`config.mk`:
```
export PLATFORM = sky130hd
export DESIGN_NAME = csim_lane
export DESIGN_NICKNAME = d
export VERILOG_FILES = /design/src/csim_pkg.sv /design/src/csim_lane.sv
export SDC_FILE = /design/constraint.sdc
export NUM_CORES = 2
export LEC_CHECK = 0
export BUFFER_PORTS_ARGS = -buffer_cell sky130_fd_sc_hd__buf_4
export CORE_MARGIN = 1
export CORE_UTILIZATION = 65
export DETAILED_ROUTE_END_ITERATION = 12
export PLACE_DENSITY = 0.83
export SYNTH_ARGS = -nofsm -noshare
export SYNTH_HDL_FRONTEND = slang
export SYNTH_SLANG_ARGS = --single-unit
```
`constraint.sdc`:
```
create_clock -name clk -period 8.02 [get_ports clk]
set_clock_uncertainty 0.05 [all_clocks]
set_input_delay 0.401 -clock clk [delete_from_list [all_inputs] [get_ports clk]]
set_output_delay 0.401 -clock clk [all_outputs]
set_load 0.05 [all_outputs]
```
`src/csim_pkg.sv`:
```
// Shared constants and types for the cosine similarity unit.
`default_nettype none
package csim_pkg;
    localparam int LANES   = 4;
    localparam int MAX_DIM = 1024;
    localparam int CNT_W   = $clog2(MAX_DIM + 1);
    localparam int DOT_W   = 42;
    localparam int NRM_W   = 41;
    localparam int PRD_W   = 2 * NRM_W;
    localparam int WIDE_W  = 116;

    typedef struct packed {
        logic signed [31:0] ab;
        logic        [31:0] aa;
        logic        [31:0] bb;
    } lane_prod_t;

    typedef struct packed {
        logic                    valid;
        logic                    too_long;
        logic signed [DOT_W-1:0] dot;
        logic        [NRM_W-1:0] na;
        logic        [NRM_W-1:0] nb;
    } launch_t;
endpackage
`default_nettype wire

```
`src/csim_lane.sv`:
```
// One multiplier lane: registered a*b, a*a and b*b of one element pair.
`default_nettype none
module csim_lane (
    input  wire logic               clk,
    input  wire logic               en,
    input  wire logic signed [15:0] a,
    input  wire logic signed [15:0] b,
    output csim_pkg::lane_prod_t    prod
);
    import csim_pkg::*;

    lane_prod_t prod_reg;
    lane_prod_t prod_next;

    always_comb
    begin
        prod_next.ab = a * b;
        prod_next.aa = 32'(a * a);
        prod_next.bb = 32'(b * b);
        // drop lanes outside the count
        if (!en)
        begin
            prod_next = '0;
        end
    end

    always_ff @(posedge clk)
    begin
        prod_reg <= prod_next;
    end

    assign prod = prod_reg;
endmodule
`default_nettype wire

```
==> summary.md <==
| Metric | Value |
|---|---|
| # setup viols final | 0 |
| Post_cts resized | 0 |
| Sequential area share after synthesis | 6.234% |
| Die width | 217.5 um |
| CTS Hold Bufs | 0 |
| Worst min path class | input port to flip-flop |
| Crit end category | flip-flop |
| Port buffer count | 127 |
| Ratio of cells with drive above 1 in the final layout | 5.586% |
| Antenna fix cells | 0 |
| Die Footprint | 47,310 sq um |
| Final-report hold violation count | 0 |
| Post-synth ARST share | 0% |
| Crit path launch type | input port |
| Max Cap Violations | 0 |
| Final Util | 69.80% |
| CTS tree | yes |
| Max H-tree Level | 3 |
| Arr. time, crit path | 6.86 ns |
| Core box area | 45,580 sq um |
| DP HPWL | 53.83 mm |
| Max FO, Critical Path | 25 |
| Setup CP Type | input port to flip-flop |
| Clk root buf | clkbuf_16 |
| Number of synthesized flops with an enable pin | 0 |
| Worst slew margin relative to its limit | 34.62% |
| Overall routing resource usage | 30.88% |
| First-pass GRT wire length | 114.7 mm |
| Vias in the first global route | 24,420 |
| CTS buffer count | 9 |
| Avg WL per Cell | 17.07 um |
| Synth top area share | 48.54% |
| Post-synthesis cell type count | 71 |
| Area contributors post-synth | fa_1 49%, inv_1 11%, ha_1 11%, dfxtp_1 6.2%, and2_1 3.9% |
| Most frequent cells in the layout | 913 x inv_1, 732 x fa_1, 297 x nand2_1, 260 x ha_1, 189 x and2_1 |
| Cells after synthesis | 3,294 |
| Drt first pass iters | 6 |
| Initial drt markers | 1,332 |
| Clk pin slew, worst setup/hold paths | 0.08 ns |
| Avg Cell Area, Syn | 9.164 sq um |
| Top Ports | 130 |
| Largest net degree at the start of global routing | 74 |
| Initial antenna violation count | 0 |
| Most common library cell in the layout ignoring fill and taps | inv_1 |
| Post-CTS setup buffers | 0 |
| Final wirelength | 67.09 mm |
| Seq cells post-synth | 94 |
| Vias/cell | 5.569 |
| RSZ-0062 raised after global routing | false |
| Final ANT Viol Nets | 0 |
| Largest register FFs | 94 |
| Fillers | 3,453 |
| Nets | 4,351 |
| Starting Density | 66.24% |
| Worst Path Required | 8.30 ns |
| GRT Residual Overflow | 0 |
| Longest Clk Path Bufs | 2 |
| Setup TNS | 0 ns |
| Vias | 21,890 |
| Period utilization | 82.07% |
| Final min period | 6.582 ns |
| DRC Markers | 0 |
| Clk sinks | 94 |
| Worst-margin pin slew | 0.9723 ns |
| Synth warn | 0 |
| # rows | 78 |
| Post-synthesis cell area | 30,190 sq um |
| Predominant post-synthesis flop cell | dfxtp_1 |
| Final Wtd Congestion | 0.9622 |
| Max Fclk | 151.9 MHz |
| Area leader, netlist | fa_1 |
| Slew Limit Fails | 0 |
| Layout area overhead | 5.380% |
| Status | complete, no violations |
| Chip height | 217.5 um |
## per-layer routing
layer	GRT usage [%]	up-vias	wire length (um)
li1	-	9694	-
met2	53.54	842	34440
met3	5.551	180	5163
met1	38.27	11170	25010
met4	12.25	0	2487
met5	0	-	0
## cell families (layout without fill, tap and decap cells)
logic type | count (synthesis) | after routing | synth area share, %
other cells | 1 | 2 | 0.01242
flops | 94 | 94 | 6.234
compound gates | 242 | 242 | 5.525
buf+inv | 1043 | 1078 | 12.99
fa+ha+maj | 992 | 992 | 59.32
mux | 4 | 4 | 0.1326
simple gates | 809 | 809 | 12.62
xor+xnor | 109 | 109 | 3.162
## critical path: stages
cell and delay (ns):
buf_4 0.28, clkinv_1 0.45, nor2_1 0.32, inv_1 0.08, fa_1 0.48, inv_1 0.05, fa_1 0.52, inv_1 0.05
fa_1 0.47, inv_1 0.05, fa_1 0.44, fa_1 0.49, inv_1 0.06, fa_1 0.48, inv_1 0.04, ha_1 0.34
nand3_1 0.20, or3_4 0.39, a211oi_4 0.34, o21ai_2 0.14, o311a_4 0.33, a2111o_1 0.35, o21ai_1 0.08
## synthesized netlist by cell type, types with 13 or more instances
cell type / instances
xor2_1: 35
a21oi_1: 65
nand2_1: 297
nor2b_1: 13
and2_1: 189
fa_1: 732
clkbuf_1: 111
nand2b_1: 22
nor3_1: 34
xnor2_1: 74
nand3_1: 27
ha_1: 260
a21o_1: 25
a211oi_1: 14
inv_1: 913
o21ai_0: 43
nor2_1: 184
dfxtp_1: 94
## area by class of cell
| class | instances | area, sq um | share of cell area (%) |
|---|---|---|---|
| well taps | 600 | 750.7 | 2.360 |
| inverters | 924 | 3468 | 10.90 |
| clock buffers | 9 | 225.2 | 0.7080 |
| clock inverters | 7 | 62.56 | 0.1967 |
| repair buffers | 138 | 1036 | 3.257 |
| multi-input cells | 2158 | 24390 | 76.66 |
| flip-flops and latches | 94 | 1882 | 5.915 |
## stage by stage
stage	cells	hold WS [ns]	setup slack (ns)	cell area (sq um)
6_report	3930	0.4595	1.438	31810
3_3_place_gp	3914	0.8017	1.294	31520
4_1_cts	3930	0.4303	1.521	31810
5_1_grt	3930	0.4628	1.141	31810
2_1_floorplan	3295	0.5591	1.622	30190
3_5_place_dp	3914	0.8017	1.100	31520
## final timing paths
| check | startpoint | to | cells past startpoint |
|---|---|---|---|
| worst max-delay path | a[12] | prod[63] | 23 |
| worst min-delay path | en | prod[95] | 3 |
Power is left out: the tool's default activity adds up to more than one toggle a clock period on the data nets, which glitch-free logic cannot reach.
