[config.mk]
export PLATFORM = sky130hd
export DESIGN_NAME = csim_merge
export DESIGN_NICKNAME = d
export VERILOG_FILES = /design/src/csim_pkg.sv /design/src/csim_merge.sv
export SDC_FILE = /design/constraint.sdc
export NUM_CORES = 1
export LEC_CHECK = 0
export BUFFER_PORTS_ARGS = -buffer_cell sky130_fd_sc_hd__buf_2
export CELL_PAD_IN_SITES_DETAIL_PLACEMENT = 1
export CELL_PAD_IN_SITES_GLOBAL_PLACEMENT = 1
export CORE_MARGIN = 1
export CORE_UTILIZATION = 26
export CTS_BUF_LIST = sky130_fd_sc_hd__clkbuf_16
export DETAILED_ROUTE_END_ITERATION = 10
export PLACE_DENSITY_LB_ADDON = 0.25
export SYNTH_ARGS = -nofsm -noshare
export SYNTH_HDL_FRONTEND = slang
export SYNTH_SLANG_ARGS = --single-unit
export TNS_END_PERCENT = 100
[constraint.sdc]
create_clock -name clk -period 4.43 [get_ports clk]
set_input_delay 0.443 -clock clk [delete_from_list [all_inputs] [get_ports clk]]
set_output_delay 0.443 -clock clk [all_outputs]
set_load 0.05 [all_outputs]
[src/csim_pkg.sv]
// Shared constants and types for the cosine similarity unit.
`default_nettype none
package csim_pkg;
    localparam int LANES   = 4;
    localparam int MAX_DIM = 1024;
    localparam int CNT_W   = $clog2(MAX_DIM + 1);
    localparam int DOT_W   = 42;
    localparam int NRM_W   = 41;
    localparam int PRD_W   = 2 * NRM_W;
    localparam int WIDE_W  = 116;

    typedef struct packed {
        logic signed [31:0] ab;
        logic        [31:0] aa;
        logic        [31:0] bb;
    } lane_prod_t;

    typedef struct packed {
        logic                    valid;
        logic                    too_long;
        logic signed [DOT_W-1:0] dot;
        logic        [NRM_W-1:0] na;
        logic        [NRM_W-1:0] nb;
    } launch_t;
endpackage
`default_nettype wire

[src/csim_merge.sv]
// Merging stage: sums the lane products into the dot and norm accumulators.
`default_nettype none
module csim_merge (
    input  wire logic                 clk,
    input  wire logic                 rst_n,
    input  wire logic                 vld,
    input  wire logic                 last,
    input  wire logic                 ovf,
    input  csim_pkg::lane_prod_t      prods [csim_pkg::LANES],
    output csim_pkg::launch_t         launch
);
    import csim_pkg::*;

    logic signed [DOT_W-1:0] dot_reg,  dot_next;
    logic        [NRM_W-1:0] na_reg,   na_next;
    logic        [NRM_W-1:0] nb_reg,   nb_next;
    logic                    go_reg,   go_next;
    logic                    tl_reg,   tl_next;
    logic signed [DOT_W-1:0] sum_ab;
    logic        [NRM_W-1:0] sum_aa;
    logic        [NRM_W-1:0] sum_bb;

    always_comb
    begin
        sum_ab = '0;
        sum_aa = '0;
        sum_bb = '0;
        for (int i = 0; i < LANES; i++)
        begin
            sum_ab = sum_ab + DOT_W'(prods[i].ab);
            sum_aa = sum_aa + NRM_W'(prods[i].aa);
            sum_bb = sum_bb + NRM_W'(prods[i].bb);
        end
        dot_next = dot_reg;
        na_next  = na_reg;
        nb_next  = nb_reg;
        go_next  = 1'b0;
        tl_next  = tl_reg;
        if (go_reg)
        begin
            // the final unit takes the sums this cycle; clear for the next pair
            dot_next = '0;
            na_next  = '0;
            nb_next  = '0;
        end
        else if (vld)
        begin
            dot_next = dot_reg + sum_ab;
            na_next  = na_reg + sum_aa;
            nb_next  = nb_reg + sum_bb;
            go_next  = last;
            tl_next  = ovf;
        end
    end

    always_ff @(posedge clk or negedge rst_n)
    begin
        if (!rst_n)
        begin
            dot_reg <= '0;
            na_reg  <= '0;
            nb_reg  <= '0;
            go_reg  <= 1'b0;
            tl_reg  <= 1'b0;
        end
        else
        begin
            dot_reg <= dot_next;
            na_reg  <= na_next;
            nb_reg  <= nb_next;
            go_reg  <= go_next;
            tl_reg  <= tl_next;
        end
    end

    assign launch.valid    = go_reg;
    assign launch.too_long = tl_reg;
    assign launch.dot      = dot_reg;
    assign launch.na       = na_reg;
    assign launch.nb       = nb_reg;
endmodule
`default_nettype wire

==> results.toml <==
[status]
status = "finished, final reports clean"

[layout]
largest_reg_flops = 42
fin_util_pct = 34.4
nFillCells = 9511
nNetsFinal = 4051
multi_input_area_sq_um = 13600
drive_gt1_share_pct = 25.6
syn2layout_area_growth_pct = 30.2
final_area_sq_um = 26700
regArea_sq_um = 3160

[sta]
fin_setup_tns_ps = 0
skew_ps = 11.3
fin_crit_sh_pct = 96.2
relSlewSlack_pct = 26.1
setup_viol = 0
max_freq_ghz = 0.235
tightest_slew_ps = 1110
finalMaxSlewViolations = 0
rsz0062_at_grt = "true"
min_period_ps = 4260
worst_slack_ps = 167
hold_viol = 0

[placement]
io_buffers = 514
dp_slack_ps = -579
post_dp_cell_area_sq_um = 26000
dp_hpwl_microns = 55500
gp_congestion = 0.840

[logic_synthesis]
ys_ff_latch = 126
synthArstFlopShare_pct = 100
yosysSeqAreaShare_pct = 15.4
synth.area.top_cells = "fa_1 (29%), inv_1 (17%), dfrtp_1 (15%)"
synth_edf_count = 0
synth-main-ff-cell = "dfrtp_1"
syn_avg_cell_area_sq_um = 8.12
synth_top_area_share_pct = 28.8
yosys_warnings = 0
yosys.area.top_type = "fa_1"
synth_fp_nets = 3329
syn-cell-area_sq_um = 20500
synth.distinct_cells = 79
synthCells = 2524

[setup_path]
regToRegStartpoint = "na_reg[2]"
cp.arrival_ps = 4600
reg2reg_to = "na_reg[36]"
critPathCaptureType = "flop"
cp_max_fo = 3
critPathRequiredTime_ps = 4770
rr_worst_depth = 15
cp-start-kind = "primary input"
rrSetupSlack_ps = 800
worst-setup-path-type = "primary input to flop"

[pwr]
combinationalPowerShare_pct = 85.0
ir_worst_vdd_v = 0.000303
switchingPower_mw = 12.8
p_int_mw = 11.8
share_seq_of_total_power_pct = 8.8
power_mw = 24.6
power.density_nw_per_um2 = 920
switching_share_pct = 52.0
leakage_nw = 15.8
clock_power_share_pct = 6.2

[cts]
cts.sink_count = 126
insertion_delay_ps = 480
cts_buffer_depth = 2
clkTransAtPathRegs_ps = 70
cts_tree = "done"
cts_hold_buf = 0
cts_root_buf = "clkbuf_16"
h-tree-depth = 4
cts_made_buffers = 17

[floorplanning]
die_h_microns = 283
initial_utilization_pct = 26.4
dieArea_sq_um = 80000
die_w_microns = 283
core_sq_um = 77700
boundaryPins = 515
rows = 102

[global_routing]
grt_pass1_vias = 20000
grt_util_all_layers_pct = 16.8
grt_pass1_wl_microns = 104000
antenna_found_initial = 2
grt_overflow = 0
grt_max_degree = 76

[min_path]
hp-class = "primary input to asynchronous set/reset pin"

[route]
antenna_left = 0
initialDrtViolationCount = 558
wl_per_cell_microns = 15.2
vias = 18400
wl_microns = 65500
viasPerCell = 4.29
route.detailed.drc = 0
dr.pass1.iters = 4

[run]
maxCapViolCount = 0
[timing repair]
action                     4_1_cts  5_1_grt
setup buffers                    1        1
setup endpoints to repair        3       39
pin swaps                        1       12
cloned                           0        0
gates resized for setup          1       29
[worst max path at each step]
stage,start,end,slack [ps],cells past startpoint
final,prods[65],dot_reg[27],170,19
after global routing,prods[195],nb_reg[40],-30,20
after CTS,prods[65],dot_reg[41],3,18
after detailed placement,prods[1],nb_reg[39],-580,21
after global placement,prods[33],na_reg[37],-540,17
after floorplan,prods[33],na_reg[37],10,16
[worst max-delay path, cell delays in order]
cell and delay [ps]:
buf_2 80, inv_1 50, fa_1 570, fa_1 460, fa_1 490, inv_1 40, ha_1 210, fa_1 450
a21o_1 240, a221oi_4 360, nor4_4 90, o21ai_1 150, buf_4 140, and2_1 170, buf_4 150, o221ai_1 130
xor2_1 180, mux2i_1 150, nor2_1 60
[layout by cell type, fill, tap and decap left out, drive strengths merged, types with 8 or more instances in the layout]
master and count:
clkbuf 17, xnor2 49, xor2 33, a21oi 114, nor3 18, o21a 13, ha 121, dfrtp 126
nand3 37, nor2b 19, nand3b 9, nand2b 20, o22ai 11, clkinv 8, fa 295, mux2i 61
o31ai 10, nor2 159, a221oi 8, nor4 8, o21ai 62, buf 768, a31oi 20, o211ai 15
nand4 18, a211oi 16, nand2 96, o21bai 12, inv 939, and3 16, or3 9, a21o 68
[metrics by stage]
step | instances | hold WS [ps]
detailed placement | 4265 | 459
finish | 4300 | 8.46
floorplan | 2524 | 147
global placement | 4265 | 461
global route | 4299 | 67.2
CTS | 4298 | 36.6
[area by class of cell]
type | instances | share of cell area (%)
Multi-Input combinational cell | 1395 | 51.0
Antenna cell | 1 | 0.00937
Tap cell | 1040 | 4.87
Sequential cell | 126 | 11.8
Timing Repair Buffer | 768 | 16.9
Clock buffer | 17 | 1.59
Inverter | 938 | 13.2
Clock inverter | 15 | 0.576
[cells in the mapped netlist (5+ instances only)]
cell type / n
o211ai_1: 15
o21ai_0: 59
mux2_2: 7
nor2_1: 159
nor2b_1: 19
a211oi_1: 16
buf_1: 12
clkbuf_1: 34
o21bai_1: 12
fa_1: 295
nand3_1: 37
inv_1: 938
xor2_1: 33
a21oi_1: 113
a21boi_0: 5
ha_1: 121
o22ai_1: 11
o21a_1: 13
a31oi_1: 20
mux2i_1: 61
xnor2_1: 49
nand3b_1: 9
and2_1: 6
nor4_1: 8
or3_1: 8
nand4_1: 18
and3_1: 15
dfrtp_1: 126
nand2b_1: 20
o31ai_1: 9
a21o_1: 67
nand4b_1: 5
a221oi_1: 8
clkbuf_8: 5
nand2_1: 96
nor3_1: 18
[logic make-up after synthesis]
kind of cell | Yosys count | synth area share (%)
buffers and inverters | 1003 | 18.9
AND/OR/NAND/NOR | 433 | 10.1
XOR/XNOR | 82 | 3.50
AO/OA/AOI/OAI | 396 | 12.6
flip-flops | 126 | 15.4
multiplexers | 68 | 3.36
adder cells (fa/ha/maj) | 416 | 36.2
[power by group through the flow]
| stage | clock network (mW) | logic, mW | registers [mW] |
|---|---|---|---|
| 2_1_floorplan | 0 | 11.5 | 3.71 |
| 3_3_place_gp | 0 | 20.6 | 2.18 |
| 3_5_place_dp | 0 | 20.7 | 2.19 |
| 4_1_cts | 1.60 | 20.9 | 2.18 |
| 5_1_grt | 1.63 | 23.4 | 2.25 |
| 6_report | 1.52 | 20.9 | 2.16 |
[per-layer routing]
layer	GRT usage (%)	wire length, microns	vias to the layer above
li1	-	-	8980
met1	20.0	27400	9135
met2	30.9	34500	272
met3	3.06	2730	44
met4	3.70	880	2
met5	0	8	-
No activity file was read; power rests on OpenSTA's default activity.
